### config.mk
export PLATFORM = sky130hd
export DESIGN_NAME = elcb_calc
export DESIGN_NICKNAME = d
export VERILOG_FILES = /design/src/design/elcb_pkg.sv /design/src/design/elcb_calc.sv
export SDC_FILE = /design/constraint.sdc
export NUM_CORES = 1
export LEC_CHECK = 0
export CORE_MARGIN = 3
export CORE_UTILIZATION = 25
export DETAILED_ROUTE_END_ITERATION = 8
export DONT_BUFFER_PORTS = 1
export HOLD_SLACK_MARGIN = 0.08
export SYNTH_ARGS = -nofsm -noshare
export SYNTH_HDL_FRONTEND = slang
export SYNTH_SLANG_ARGS = --single-unit
### constraint.sdc
create_clock -name clk -period 23.6 [get_ports clk]
set_clock_uncertainty 0.15 [all_clocks]
set_input_delay 1.18 -clock clk [delete_from_list [all_inputs] [get_ports clk]]
set_output_delay 1.18 -clock clk [all_outputs]
set_load 0.1 [all_outputs]
### src/design/elcb_pkg.sv
// Package with shared types, constants and widths for the emissive light CDF builder.
`default_nettype none
package elcb_pkg;
    localparam int MaxLightsDefault = 64;
    localparam int IndexBitsDefault = 20;
    localparam int OutIndexBits = 20;
    localparam int CoordBits = 32;
    localparam int TexBits = 16;
    localparam int AreaBits = 32;
    localparam int ProbBits = 16;
    localparam int WeightBits = 48;
    localparam int TotalBits = 56;
    localparam logic [47:0] WeightMax = 48'hFFFF_FFFF_FFFF;
    localparam logic [15:0] LumR = 16'd13938;
    localparam logic [15:0] LumG = 16'd46868;
    localparam logic [15:0] LumB = 16'd4730;
    localparam logic [15:0] ProbOne = 16'd32768;

    typedef enum logic [2:0] {
        FUNC_VERT_A = 3'd0,
        FUNC_VERT_B = 3'd1,
        FUNC_VERT_C = 3'd2,
        FUNC_EMIT   = 3'd3,
        FUNC_FINISH = 3'd4
    } func_t;

    typedef struct packed {
        logic [2:0]  func;
        logic signed [31:0] coord_x;
        logic signed [31:0] coord_y;
        logic signed [31:0] coord_z;
        logic [15:0] tex_red;
        logic [15:0] tex_green;
        logic [15:0] tex_blue;
        logic        tex_present;
    } in_item_t;

    typedef struct packed {
        logic [19:0] tri_index;
        logic [31:0] tri_area;
        logic [15:0] select_pdf;
        logic [15:0] cum_prob;
        logic        last_light;
        logic        empty_set;
        logic        overflowed;
    } out_item_t;

    // Request and response between the sequencer and the divide/root unit.
    typedef struct packed {
        logic        start;
        logic        is_sqrt;
        logic [63:0] num;
        logic [55:0] den;
    } calc_req_t;

    typedef struct packed {
        logic        busy;
        logic        done;
        logic [63:0] result;
    } calc_rsp_t;
endpackage
`default_nettype wire

### src/design/elcb_calc.sv
// Shared bit-serial unit: integer square root of 64 bits or restoring divide by 56 bits.
`default_nettype none
module elcb_calc (
    input  wire logic                 clk,
    input  wire logic                 rst_n,
    input  elcb_pkg::calc_req_t       req,
    output elcb_pkg::calc_rsp_t       rsp
);
    import elcb_pkg::*;

    logic        busy_reg, busy_next;
    logic        done_reg, done_next;
    logic        sq_reg, sq_next;
    logic [5:0]  step_reg, step_next;
    logic [63:0] x_reg, x_next;
    logic [63:0] res_reg, res_next;
    logic [63:0] bit_reg, bit_next;
    logic [55:0] den_reg, den_next;
    logic [56:0] rem_reg, rem_next;

    logic [63:0] trial;
    logic [56:0] rsh;

    always_comb
    begin
        busy_next = busy_reg;
        done_next = 1'b0;
        sq_next   = sq_reg;
        step_next = step_reg;
        x_next    = x_reg;
        res_next  = res_reg;
        bit_next  = bit_reg;
        den_next  = den_reg;
        rem_next  = rem_reg;
        trial     = res_reg + bit_reg;
        rsh       = {rem_reg[55:0], x_reg[63]};
        if (!busy_reg && req.start)
        begin
            busy_next = 1'b1;
            sq_next   = req.is_sqrt;
            x_next    = req.num;
            den_next  = req.den;
            res_next  = '0;
            rem_next  = '0;
            bit_next  = 64'h4000_0000_0000_0000;
            step_next = 6'd0;
        end
        else if (busy_reg)
        begin
            if (sq_reg)
            begin
                if (x_reg >= trial)
                begin
                    x_next   = x_reg - trial;
                    res_next = (res_reg >> 1) + bit_reg;
                end
                else
                begin
                    res_next = res_reg >> 1;
                end
                bit_next = bit_reg >> 2;
                if (bit_reg[0])
                begin
                    busy_next = 1'b0;
                    done_next = 1'b1;
                end
            end
            else
            begin
                x_next = {x_reg[62:0], 1'b0};
                if (rsh >= {1'b0, den_reg})
                begin
                    rem_next = rsh - {1'b0, den_reg};
                    res_next = {res_reg[62:0], 1'b1};
                end
                else
                begin
                    rem_next = rsh;
                    res_next = {res_reg[62:0], 1'b0};
                end
                step_next = step_reg + 6'd1;
                if (step_reg == 6'd63)
                begin
                    busy_next = 1'b0;
                    done_next = 1'b1;
                end
            end
        end
    end

    always_ff @(posedge clk or negedge rst_n)
    begin
        if (!rst_n)
        begin
            busy_reg <= 1'b0;
            done_reg <= 1'b0;
        end
        else
        begin
            busy_reg <= busy_next;
            done_reg <= done_next;
        end
    end

    always_ff @(posedge clk)
    begin
        sq_reg   <= sq_next;
        step_reg <= step_next;
        x_reg    <= x_next;
        res_reg  <= res_next;
        bit_reg  <= bit_next;
        den_reg  <= den_next;
        rem_reg  <= rem_next;
    end

    assign rsp.busy   = busy_reg;
    assign rsp.done   = done_reg;
    assign rsp.result = res_reg;
endmodule
`default_nettype wire
==> flow_metrics.env <==
export IMPL_drc_errors=0
export IMPL_rsz0062_at_grt="no"
export IMPL_rrSetupSlack_ps=16520
export IMPL_synth_net_count=3186
export IMPL_hp_class="reg -> reg"
export IMPL_cts_buffer_depth=3
export IMPL_fin_crit_ps=7080
export IMPL_grt_usage_pct=14.7
export IMPL_cp_end_kind="flop"
export IMPL_holdPathStages=2
export IMPL_startpoint="res_reg[2]$_SDFFE_PP0P_"
export IMPL_synth_ff_type="dfxtp_1"
export IMPL_reg2reg_depth=24
export IMPL_htreeDepth=1
export IMPL_final_net_count=3122
export IMPL_async_flop_share_pct=0.712
export IMPL_arrival_ps=7150
export IMPL_grt_pass1_wl_um=114000
export IMPL_crit_reg2reg_launch="res_reg[2]$_SDFFE_PP0P_"
export IMPL_io_buffers=0
export IMPL_setup_viol=0
export IMPL_core_um2=91800
export IMPL_final_cell_mix="346 x nand2_1, 278 x a21oi_1, 247 x o21ai_0, 187 x ha_1, 165 x nor2_1"
export IMPL_maxCapViolations=0
export IMPL_hold_end="rem_reg[50]$_SDFFE_PP0P_"
export IMPL_seq_area_frac_synth_pct=29.5
export IMPL_synth_yosys_warnings=0
export IMPL_cts_reportedPaths_clkPinSlew_ps=70
export IMPL_cts_resized_gates=0
export IMPL_grt_max_degree=126
export IMPL_tightest_slew_ps=1000
export IMPL_cts_buffers=31
export IMPL_avgSynthCellArea_um2=8.08
export IMPL_overflow=0
export IMPL_max_slew_margin_pct=33.3
export IMPL_post_place_cells=4018
export IMPL_dp_hpwl_um=57300
export IMPL_synth_edf_count=121
export IMPL_antenna_left=0
export IMPL_fp_dieArea_um2=96500
export IMPL_io_pins=190
export IMPL_dr_total_vias=20900
export IMPL_worstHoldStart="rem_reg[50]$_SDFFE_PP0P_"
export IMPL_finalHoldViolations=0
export IMPL_wl_um=75100
export IMPL_synth_seq_cells=281
export IMPL_start_util_pct=25.3
export IMPL_setup_tns_ps=0
export IMPL_final_cell_count_no_fill=4081
export IMPL_fin_crit_sh_pct=30.0
export IMPL_crit_fanout=64
export IMPL_mostFrequentLayoutCell="nand2_1"
export IMPL_cts_sinks=281
export IMPL_r2r_end="x_reg[50]$_DFFE_PP_"
export IMPL_synthToLayoutAreaGrowth_pct=11.0
export IMPL_routed_via_density=5.12
export IMPL_wl_per_cell_um=18.4
export IMPL_rows=111
export IMPL_clock_fmax_ghz=0.141
export IMPL_cts_tree="yes"
export IMPL_start_kind="flop"
export IMPL_netlist_area_um2=23200
export IMPL_antenna_found_initial=9
export IMPL_die_h_um=311
export IMPL_drtPass1Iterations=5
export IMPL_syn_inst=2873
export IMPL_clk_latency_ps=620
export IMPL_die_x_um=311
export IMPL_outcome="completed"
export IMPL_gp_congestion=0.912
export IMPL_setup_worst_path_class="reg -> reg"
export IMPL_synth_distinct_cells=92
export IMPL_grt_pass1_vias=19500
export IMPL_drive_above_1_share_pct=6.46
export IMPL_drv_slew=0
export IMPL_required_ps=23670
export IMPL_drt_iter0_markers=1632
export IMPL_clock_root_buffer="clkbuf_16"
[synth_stat cells, types with 27 or more instances]
master | number | share of area (%)
nand2_1 | 348 | 5.6
a21oi_1 | 279 | 6.0
o21ai_0 | 247 | 5.3
ha_1 | 187 | 10
nor2_1 | 167 | 2.7
dfxtp_1 | 158 | 14
clkbuf_1 | 147 | 2.4
xnor2_1 | 124 | 4.7
edfxtp_1 | 121 | 16
inv_1 | 112 | 1.8
xor2_1 | 109 | 4.1
a31oi_1 | 96 | 2.6
mux2i_1 | 95 | 4.1
a21o_1 | 78 | 2.5
nand4_1 | 51 | 1.4
nand3_1 | 46 | 0.99
o21bai_1 | 37 | 1.2
nand2b_1 | 33 | 0.89
nor2b_1 | 33 | 0.89
nor3_1 | 27 | 0.58
[worst max path at each step]
stage | depth (start not counted) | end | slack, ps
floorplan | 24 | x_reg[0]$_DFFE_PP_ | 14270
global placement | 24 | x_reg[7]$_DFFE_PP_ | 16750
detailed placement | 24 | x_reg[9]$_DFFE_PP_ | 16630
CTS | 24 | x_reg[13]$_DFFE_PP_ | 16570
global route | 24 | x_reg[50]$_DFFE_PP_ | 15950
finish | 24 | x_reg[50]$_DFFE_PP_ | 16520
[layout make-up]
cell class | count | area [um2]
Clock buffer | 42 | 851
Tap cell | 1243 | 1560
Timing Repair Buffer | 74 | 558
Antenna cell | 4 | 10.0
Fill cell | 9872 | 66100
Multi-Input combinational cell | 2309 | 15300
Clock inverter | 16 | 173
Inverter | 112 | 428
Sequential cell | 281 | 6860
[metal layers]
layer	routed length [um]	track usage, %	up-vias
met4	2080	3.92	8
met5	54	0	-
li1	-	-	10400
met2	34700	24.7	546
met1	32100	18.2	9863
met3	6110	4.51	110
[kinds of logic after synthesis]
family                     share of synthesized area (%)
adders and majority gates                           10.3
DFF                                                 29.5
xor gates and xnor gates                            8.80
muxes                                               4.20
AOI/OAI and AO/OA                                   26.2
and+or+nand+nor                                     16.3
buffers and inverters                               4.73
[worst max-delay path, cell delays in order (launching register included)]
cell       delay (ps)
dfxtp_1           310
buf_4             330
ha_1              340
a21o_1            200
a31oi_1           320
o211ai_1          220
a2111oi_2         610
o31ai_4           180
a31oi_4           220
o21ai_2           120
a221o_1           370
a31oi_1           250
nor2b_1            90
xnor2_1           130
ha_1              380
and3_1            280
a221o_1           310
a21o_1            190
a211o_1           250
a21oi_1           190
o21a_1            210
and2_1            140
buf_4             340
a21oi_4            80
buf_4             350
[through the flow]
stage                     instance area (um2)  utilization, %  hold slack (ps)  worst slack [ps]
after detailed placement                24700            26.9              315             16630
after CTS                               25700            28.0              324             16570
final                                   25700            28.0              321             16520
after global placement                  24700            26.9              311             16750
after floorplan                         23200               -              294             14270
after global routing                    25700            28.0              359             15950
[repair_timing]
action	in CTS	in global routing
hold buffers	1	0
setup buffers	0	0
endpoints found under the hold margin	2	0
Power is not shown: default switching activity piles up to over one toggle a cycle in this logic, so the estimate is an artifact.
