<file path="config.mk">
export PLATFORM = sky130hd
export DESIGN_NAME = elcb_ram
export DESIGN_NICKNAME = d
export VERILOG_FILES = /design/src/design/elcb_ram.sv
export SDC_FILE = /design/constraint.sdc
export NUM_CORES = 1
export LEC_CHECK = 0
export BUFFER_PORTS_ARGS = -buffer_cell sky130_fd_sc_hd__buf_2
export CORE_ASPECT_RATIO = 1.25
export CORE_UTILIZATION = 51
export CTS_CLUSTER_SIZE = 28
export DETAILED_ROUTE_END_ITERATION = 7
export HOLD_SLACK_MARGIN = 0.12
export PLACE_DENSITY = 0.67
export SYNTH_ARGS = -nofsm -noshare
export SYNTH_HDL_FRONTEND = slang
export SYNTH_SLANG_ARGS = --single-unit
</file>
<file path="constraint.sdc">
create_clock -name clk -period 8.01 [get_ports clk]
set_input_delay 1.602 -clock clk [delete_from_list [all_inputs] [get_ports clk]]
set_output_delay 1.602 -clock clk [all_outputs]
set_load 0.01 [all_outputs]
</file>
<file path="src/design/elcb_ram.sv">
// Generic single-port RAM with registered read.
`default_nettype none
module elcb_ram #(
    parameter int WIDTH = 8,
    parameter int DEPTH = 64
) (
    input  wire logic                     clk,
    input  wire logic                     we,
    input  wire logic [$clog2(DEPTH)-1:0] addr,
    input  wire logic [WIDTH-1:0]         wdata,
    output logic      [WIDTH-1:0]         rdata
);
    logic [WIDTH-1:0] mem [DEPTH];

    always_ff @(posedge clk)
    begin
        if (we)
        begin
            mem[addr] <= wdata;
        end
        rdata <= mem[addr];
    end
endmodule
`default_nettype wire

</file>
==> run metrics, run 1 <==
status complete, no violations; max cap viols 0; Post-route DRC 0; Mean Syn Cell Area 17.46 um^2; final total negative setup slack 0 ps; Tcrit/Tclk final 57.31%; measured slew at the worst slew-check pin 1185 ps; Final nets 1,201; layout cells sized above 1 13.57%; mapped cell area 20,450 um^2; Placed Cells 1,633; Worst-path clk slew 60 ps; Period minus WS final 4590 ps; register area 15,530 um^2; overall routing resource usage 25.35%; CTS root buf clkbuf_16; DR pass1 iterations 5; Crit Path Class in2reg; post-route ant nets 0; # IOs 24; antenna violations before repair 2; clock latency on the worst-skew pair 570 ps; power per standard cell area 246.4 nW/um^2; WHS Endpoint rdata[2]; largest net degree at the start of global routing 82; first-pass GRT wire length 74.43 mm; Leakage 7.145 nW; crit end category register; FF+latch count, synth 520; post-DP HPWL 30.58 mm; CTS tree done; # rows 81; Worst R2R Path Depth 5; area leader, netlist edfxtp_1; Slew HR 20.85%; post-CTS resize count 0; Multi-input gate area 4514 um^2; total gr overflow 0; Num Clock Sinks 520; Max Clock Freq 217.9 MHz; Syn Nets 1,187; Reg-to-Reg End rdata[7]; H-tree depth 2; warnings from Yosys 0; fill count 2,970; number of synthesized flops with an enable pin 512; RR Startpoint mem[4][7]; WP data required 8210 ps; Top FF cell, synth edfxtp_1; Syn-to-layout area delta 9.881%; most frequent cell on the critical path buf_4; top cells by area, synth edfxtp_1 (75%), mux4_2 (4.5%), mux2i_1 (3.1%); Unique masters post-synth 56; Async SR Flop Fraction 0%; post-layout util 57.14%; GP Congestion 0.9058; Hold Violations, Final 0; vias per std cell 6.556; cell count after synthesis 1,171; arrival time worst endpoint 4790 ps; Setup Fix Bufs, Post-CTS 0; Die Area 40,910 um^2; Num CTS Buffers 48; Pins Over Slew Limit 0; I/O Buffers 23; top-area cell type share of the netlist area 75.18%; Initial Util 52.00%; register area share after synthesis 75.97%; # setup viols final 0; Avg WL per Cell 29.60 um; CP max FO 43; maximum clock path buffer count 3; Pwr Total 5.537 mW; Largest stage delay, worst path 800 ps; slowest stage cell, crit path nor2_1; First DRT Iteration DRCs 1,498; # hold bufs at CTS 0; VDD IR max 0.1645 mV; core area 39,320 um^2; FF-to-FF setup slack 5700 ps; worst hold path class reg2reg; drt total wl 50.97 mm; clock skew 21.72 ps; vias in the first global route 11,070; beginning of the worst hold path mem[63][2]; via count 11,290; CP cell instances buf_4 > buf_4 > and2_1 > nand3_1 > nor2_1; Die Y 225.9 um; Hold Path Cell Cnt 4; Startpoint Class input port; Die X 181.1 um; unrepaired setup endpoints after global routing false; fin cells 1,722
-- critical path: cells and delay by family --
family | cells | cell delay, ps
buffers and inverters | 2 | 880
AND/OR/NAND/NOR | 3 | 2260
-- sequential cells by signal, indices dropped and copies added (netlist names) --
| signal | cells |
|---|---|
| mem | 512 |
| rdata | 8 |
-- worst max-delay path by stage --
stage	start	end	slack, ps
6_report	addr[1]	mem[47][6]	3420
2_1_floorplan	addr[1]	mem[13][0]	4310
5_1_grt	addr[1]	mem[31][5]	3300
3_3_place_gp	addr[1]	mem[47][0]	3030
4_1_cts	addr[1]	mem[31][1]	3500
3_5_place_dp	addr[1]	mem[31][1]	2820
-- metal layers --
metal | GRT usage (%) | part of all wire (%)
met1 | 34.16 | 39
met2 | 40.72 | 47
met3 | 3.854 | 8.1
met4 | 12.25 | 5.0
met5 | 0 | 0.051
-- cell usage after synthesis, drive strengths merged, types with 3 or more instances --
cell type  number
nand2b         24
nor2b           8
mux4           41
buf            45
edfxtp        512
and4            6
o22ai          22
a32oi           7
a221oi         21
a21o            4
dfxtp           8
o21ai          11
nand3b         12
a22o           10
nand4           3
clkbuf         36
a222oi          3
a211o           3
o32ai           3
o221ai          9
a221o          11
or4             3
o22a           11
nor2           82
nor4            3
or3b            5
nand2          45
o31ai           5
a31oi          15
mux2i          63
a211oi          6
and2           10
a22oi          40
nor3b           3
o2bb2ai         7
nand3           8
and3            9
mux2           12
inv             3
a21oi          28
-- cells by family (layout without fill, tap and decap cells) --
logic type             after synthesis  after routing  share of synthesized area (%)
AOI/OAI and AO/OA                  222            222                          8.076
buffers and inverters               84            136                          1.982
DFF                                520            520                          75.97
muxes                              116            116                          8.260
other                                0              1                              0
and+or+nand+nor                    229            229                          5.715
-- cell type report --
type / count / area share (%)
tap: 498 / 2.773
clock buffer: 62 / 5.808
timing repair buffer: 45 / 1.297
sequential: 520 / 69.14
clock inverter: 26 / 0.8352
antenna: 1 / 0.01114
multi-input combinational: 567 / 20.09
inverter: 3 / 0.05011
-- power breakdown --
| part | switching (mW) | leakage (nW) | internal [mW] |
|---|---|---|---|
| combinational | 0.210 | 1.74 | 0.0915 |
| clock | 0.972 | 0.737 | 1.24 |
| sequential | 0.0103 | 4.67 | 3.01 |
| total | 1.19 | 7.15 | 4.35 |
-- cell usage in the layout (no fill, tap or decap), types with 4 or more instances in the layout --
cell / Yosys / final
a221oi_1: 21 / 21
a21o_1: 4 / 4
buf_4: 4 / 24
mux2_2: 5 / 5
and4_1: 6 / 6
a22o_1: 10 / 10
a32oi_1: 7 / 7
o22ai_1: 22 / 22
mux4_2: 41 / 41
clkbuf_1: 36 / 10
o221ai_1: 9 / 9
nand2_1: 45 / 45
clkinv_2: 0 / 9
mux2i_1: 63 / 63
edfxtp_1: 512 / 512
nand3_1: 8 / 8
clkinv_1: 0 / 14
or3b_2: 5 / 5
o31ai_1: 5 / 5
nand2b_1: 24 / 24
o22a_1: 11 / 11
nor2b_1: 8 / 7
and2_1: 9 / 9
and3_1: 9 / 9
a22oi_1: 40 / 40
buf_2: 30 / 20
nand3b_1: 12 / 12
o21ai_0: 9 / 9
a21oi_1: 28 / 28
a221o_1: 11 / 11
mux2_1: 7 / 7
nor2_1: 82 / 81
a211oi_1: 6 / 6
o2bb2ai_1: 7 / 7
dfxtp_1: 8 / 8
a31oi_1: 15 / 15
clkbuf_16: 0 / 49
-- per-stage QoR --
stage               worst slack, ps  area, um^2  hold slack (ps)
detailed placement             2824       20980            729.0
global placement               3034       20980            720.2
floorplan                      4309       20450            562.7
CTS                            3501       22470            750.8
finish                         3420       22470            753.8
global route                   3304       22470            772.5
(Power assumes the default switching activity.)
==> run 2: changes to the inputs <==
==> constraint.sdc (replaced) <==
create_clock -name clk -period 4.3 [get_ports clk]
set_input_delay 0.86 -clock clk [delete_from_list [all_inputs] [get_ports clk]]
set_output_delay 0.86 -clock clk [all_outputs]
set_load 0.01 [all_outputs]
==> run 2 against run 1 <==
Worst hold slack lost 52 ps. Routed wire length grew 2.7%. Count of clock-buffer cells in the layout shrank 7. Utilization grew 2.1 points. Via count grew 2.9%. Global-route usage grew 0.86 points. Sequential share of layout area shrank 2.4 points. Final area grew 3.6%. Die area is the same. Critical path type unchanged. Clock skew grew 9.8 ps.
==> run metrics, run 2 (synthesized netlist as in run 1, its figures left out) <==
status complete, no violations; Die X 181.1 um (unchanged); Syn-to-layout area delta 13.86%; # rows 81 (unchanged); CP top delay family simple AND/OR/NAND/NOR gates; unrepaired setup endpoints after global routing false; Post-route DRC 0 (unchanged); Placed Cells 1,719 (+5.3%); vias per std cell 6.429 (-1.9%); max reg flops 512 (unchanged); placed inst area 21,650 um^2 (+3.2%); Largest stage delay, worst path 840 ps (+40 ps); global route hottest layer met2; Setup Fix Bufs, Post-CTS 0 (unchanged); arrival time worst endpoint 3340 ps (-1450 ps); Leakage 7.644 nW (+7.0%); worst hold path class reg2reg; Tcrit/Tclk final 72.88%; fill count 2,904 (-2.2%); I/O Buffers 23 (unchanged); clock skew 31.55 ps (+9.838 ps); Num Clock Sinks 520 (unchanged); Die Area 40,910 um^2 (unchanged); Antenna diodes 0 (-1); DR pass1 iterations 5 (unchanged); H-tree depth 2 (unchanged); # setup viols final 0 (unchanged); clock latency on the worst-skew pair 590 ps (+20 ps); hold slack 701.8 ps (-51.99 ps); M2 GR Usage 44.58% (+3.9 points); Max Clock Freq 319.1 MHz; beginning of the worst hold path mem[43][6]; commonest non-fill, non-tap cell in the layout edfxtp_1; Crit Path Class in2reg; crit path buf inv count 2 (unchanged); Avg WL per Cell 28.98 um (-2.1%); # hold bufs at CTS 0 (unchanged); Pwr Total 10.65 mW (+92%); # IOs 24 (unchanged); Num CTS Buffers 49 (+2.1%); RR Startpoint mem[0][7]; register area 15,530 um^2 (unchanged); WP data required 4510 ps (-3700 ps); max cap viols 0 (unchanged); drt total wl 52.37 mm (+2.7%); Worst-path clk slew 70 ps (about the same); largest reg by FF count mem; power per standard cell area 457.4 nW/um^2 (+86%); post-CTS resize count 0 (unchanged); WHS Endpoint rdata[6]; Initial Util 52.00% (unchanged); DP Worst Slack 654.0 ps (-2170 ps); vias in the first global route 11,450 (+3.4%); Slew HR 25.22% (+4.4 points); GR Util met1 33.51% (-0.65 points); VDD IR max 0.3491 mV (+110%); final total negative setup slack 0 ps (unchanged); CTS root buf clkbuf_16; post-DP HPWL 33.68 mm (+10%); CP cell instances buf_4 > nor2_2 > buf_4 > nand2_1 > nor2_1; maximum clock path buffer count 3 (unchanged); largest net degree at the start of global routing 65 (-21%); Reg-to-Reg End rdata[7]; FF-to-FF setup slack 2090 ps (-3610 ps); Die Y 225.9 um (unchanged); Startpoint Class input port; most frequent cell on the critical path buf_4; measured slew at the worst slew-check pin 1122 ps (-63.09 ps); antenna violations before repair 1 (-1); CTS tree done; fin cells 1,807 (+4.9%); crit end category register; post-route ant nets 0 (unchanged); met3 usage 4.564% (+0.71 points); via count 11,620 (+2.9%); Period minus WS final 3134 ps; core area 39,320 um^2 (unchanged); Hold Path Cell Cnt 3 (-1); first-pass GRT wire length 76.40 mm (+2.7%); biggest registers after layout mem (512), rdata (8); most frequent cells in the layout edfxtp_1 (512), buf_4 (108), nor2_1 (81); Multi-input gate area 4514 um^2 (unchanged); layout cells sized above 1 20.17% (+6.6 points); Final Instance Area 23,280 um^2 (+3.6%); slowest stage cell, crit path nor2_1; total gr overflow 0 (unchanged); post-layout util 59.21% (+2.1 points); First DRT Iteration DRCs 1,682 (+12%); Pins Over Slew Limit 0 (unchanged); Worst R2R Path Depth 5 (unchanged); GP Congestion 0.9089 (+0.34%); Hold Violations, Final 0 (unchanged); worst setup slack after layout 1166 ps (-2254 ps); overall routing resource usage 26.21% (+0.86 points); Final nets 1,288 (+7.2%); CP max FO 51 (+19%)
run 2: cell count changes in the layout (fill, tap and decap cells not counted):
| cell | before | now |
|---|---|---|
| buf_12 | 0 | 2 |
| buf_4 | 24 | 108 |
| bufinv_16 | 3 | 8 |
| clkbuf_1 | 10 | 6 |
| clkbuf_8 | 3 | 0 |
| clkinv_1 | 14 | 6 |
| clkinv_2 | 9 | 8 |
| clkinvlp_4 | 0 | 8 |
| diode_2 | 1 | 0 |
| inv_6 | 0 | 3 |
run 2: where the power goes:
part	leakage (nW)	switching (mW)	total [mW]	internal, mW
sequential	4.67	0.0185	5.63	5.61
clock	0.779	1.86	4.44	2.58
combinational	2.19	0.393	0.582	0.189
total	7.64	2.27	10.7	8.38
run 2: metal layers:
metal  wire (um)  vias up
met5          16        -
met4        2144        2
met3        4614      107
met2       26060      603
met1       19540     5959
li1            -     4947
run 2: layout make-up:
class	count	area share (%)
sequential	520	66.72
multi-input combinational	567	19.39
clock buffer	55	5.363
timing repair buffer	131	4.132
tap	498	2.676
clock inverter	33	1.671
inverter	3	0.04836
run 2: how the worst max path moves through the flow:
stage          depth (start not counted)  slack [ps]         end     from
2_1_floorplan                          7        1340  mem[13][0]  addr[1]
3_5_place_dp                           7         650    rdata[3]  addr[0]
4_1_cts                                5        1260  mem[56][3]  addr[0]
3_3_place_gp                           5         700  mem[56][3]  addr[0]
5_1_grt                                5        1150  mem[56][4]  addr[0]
6_report                               5        1170  mem[16][7]  addr[0]
run 2: tightest hold or removal path, delay by kind of cell (launching register included):
family          cells  cell delay, ps
simple gates        1             140
flops               1             320
compound gates      2             230
==> run 3: changes to the inputs <==
--- a/config.mk
+++ b/config.mk
@@ -5,6 +5,7 @@
 export SDC_FILE = /design/constraint.sdc
 export NUM_CORES = 1
 export LEC_CHECK = 0
+export ABC_AREA = 1
 export BUFFER_PORTS_ARGS = -buffer_cell sky130_fd_sc_hd__buf_2
 export CORE_ASPECT_RATIO = 1.25
 export CORE_UTILIZATION = 51
==> constraint.sdc (replaced) <==
create_clock -name clk -period 3.2 [get_ports clk]
set_input_delay 0.64 -clock clk [delete_from_list [all_inputs] [get_ports clk]]
set_output_delay 0.64 -clock clk [all_outputs]
set_load 0.01 [all_outputs]
==> run 3 against run 2 <==
Final cell count up 58%. Largest power group unchanged. Synthesized cell count up 85%. Global-route usage down 0.86 points. Critical path depth increased by 8. Register-to-register slack got worse by 520 ps.
==> run metrics, run 3 <==
synth cell count leaders nand2_1 (1,384), edfxtp_1 (512), nor2_1 (87); commonest non-fill, non-tap cell in the layout nand2_1; max reg flops 512 (unchanged); DP Worst Slack 494.0 ps (-160.0 ps); fill count 3,504 (+21%); Slew HR 38.64% (+13 points); count leader, synth nand2_1; CTS tree done; worst setup slack after layout 1043 ps (-122.8 ps); Die Area 44,070 um^2 (+7.7%); power per standard cell area 575.5 nW/um^2 (+26%); H-tree depth 2 (unchanged); Die X 188.0 um (+3.8%); cell count after synthesis 2,167 (+85%); number of synthesized flops with an enable pin 512 (unchanged); worst hold path class in2reg; Crit Path Class in2reg; status complete, no violations; WP data required 3630 ps (-880 ps); Async SR Flop Fraction 0% (unchanged); layout cells sized above 1 9.799% (-10 points); largest net degree at the start of global routing 107 (+65%); final total negative setup slack 0 ps (unchanged); post-DP HPWL 32.90 mm (-2.3%); placed inst area 23,210 um^2 (+7.2%); # IOs 24 (unchanged); Syn Nets 2,183 (+84%); Syn-to-layout area delta 12.66%; Hold Path Cell Cnt 1 (-2); Period minus WS final 2157 ps; Multi-input gate area 5814 um^2 (+29%); total gr overflow 0 (unchanged); register area 15,530 um^2 (unchanged); Final Instance Area 24,840 um^2 (+6.7%); drt total wl 54.33 mm (+3.7%); Pins Over Slew Limit 0 (unchanged); Num CTS Buffers 48 (-2.0%); warnings from Yosys 0 (unchanged); beginning of the worst hold path wdata[7]; overall routing resource usage 25.35% (-0.86 points); post-CTS resize count 0 (unchanged); max cap viols 0 (unchanged); post-route ant nets 0 (unchanged); CP max FO 37 (-27%); register area share after synthesis 70.47% (-5.5 points); crit end category register; CTS root buf clkbuf_16; I/O Buffers 23 (unchanged); # hold bufs at CTS 0 (unchanged); hold slack 685.7 ps (-16.18 ps); Initial Util 52.05% (about the same); FF+latch count, synth 520 (unchanged); arrival time worst endpoint 2590 ps (-750 ps); Leakage 10.47 nW (+37%); # setup viols final 0 (unchanged); Worst R2R Path Depth 10 (+5); unrepaired setup endpoints after global routing false; Tcrit/Tclk final 67.39%; First DRT Iteration DRCs 1,319 (-22%); clock latency on the worst-skew pair 580 ps (about the same); VDD IR max 0.3627 mV (+3.9%); antenna violations before repair 4 (+3); Num Clock Sinks 520 (unchanged); via count 14,960 (+29%); FF-to-FF setup slack 1570 ps (-520 ps); WHS Endpoint mem[2][7]; most frequent cells in the layout nand2_1 (1,384), edfxtp_1 (512), buf_4 (101); Worst-path clk slew 60 ps (about the same); maximum clock path buffer count 3 (unchanged); Avg WL per Cell 19.08 um (-34%); vias in the first global route 14,590 (+27%); core area 42,360 um^2 (+7.7%); Hold Violations, Final 0 (unchanged); measured slew at the worst slew-check pin 920.4 ps (-201.3 ps); Max Clock Freq 463.7 MHz; Mean Syn Cell Area 10.17 um^2 (-42%); Unique masters post-synth 22 (-61%); vias per std cell 5.252 (-18%); mapped cell area 22,040 um^2 (+7.8%); top cells by area, synth edfxtp_1 (70%), nand2_1 (24%), nor2_1 (1.5%); area leader, netlist edfxtp_1; Die Y 234.4 um (+3.8%); DR pass1 iterations 5 (unchanged); Setup Fix Bufs, Post-CTS 0 (unchanged); Top FF cell, synth edfxtp_1; # rows 84 (+3.7%); Post-route DRC 0 (unchanged); biggest registers after layout mem (512), rdata (8); largest reg by FF count mem; top-area cell type share of the netlist area 69.74% (-5.4 points); Reg-to-Reg End rdata[3]; post-layout util 58.63% (-0.58 points); clock skew 15.28 ps (-16.27 ps); Final nets 2,263 (+76%); GP Congestion 0.8860 (-2.5%); RR Startpoint mem[42][3]; Startpoint Class input port; first-pass GRT wire length 84.29 mm (+10%)
-- run 3: where the power goes --
| group | internal (mW) | leakage [nW] | switching, mW |
|---|---|---|---|
| registers | 7.54 | 4.67 | 0.0214 |
| logic | 0.229 | 5.00 | 0.667 |
| clock network | 3.39 | 0.796 | 2.45 |
-- run 3: metrics by stage --
stage | std cells | power [mW]
6_report | 2848 | 14.29
5_1_grt | 2845 | 14.68
4_1_cts | 2845 | 14.36
3_5_place_dp | 2756 | 8.599
3_3_place_gp | 2756 | 8.590
2_1_floorplan | 2167 | 8.220
-- run 3: worst max-delay path by stage --
stage	end	cells after the start	start
6_report	rdata[3]	13	addr[0]
4_1_cts	rdata[3]	14	addr[0]
5_1_grt	rdata[3]	13	addr[0]
3_5_place_dp	rdata[3]	14	addr[0]
2_1_floorplan	mem[41][0]	5	addr[3]
3_3_place_gp	rdata[3]	13	addr[0]
-- run 3: kinds of logic (layout without fill, tap and decap cells) --
logic type,after synthesis,count (layout),synth area share [%]
and+or+nand+nor,1504,1504,26.05
DFF,520,520,70.47
buffers and inverters,131,250,3.156
AOI/OAI and AO/OA,12,12,0.3292
other,0,3,0
-- run 3: final cells by class --
cell class,count,area share [%]
inverters,30,0.4837
multi-input cells,1516,23.41
clock inverters,24,1.063
flip-flops and latches,520,62.55
repair buffers,131,4.177
diodes,3,0.03023
clock buffers,65,5.466
well taps,559,2.816
-- run 3: critical path: stages --
cell	delay, ps
clkbuf_8	280
inv_6	160
buf_4	290
nand2_1	100
nand2_1	60
nand2_1	60
nand2_1	60
nand2_1	90
nand2_1	90
nand2_1	130
nand2_1	60
nor2_1	390
nand2_1	110
-- run 3: routing by layer --
layer	vias up	track usage [%]	part of all wire [%]
li1	7158	-	-
met1	7069	32.80	40
met2	590	42.27	48
met3	139	3.906	7.3
met4	2	12.07	4.4
met5	-	0	0.024
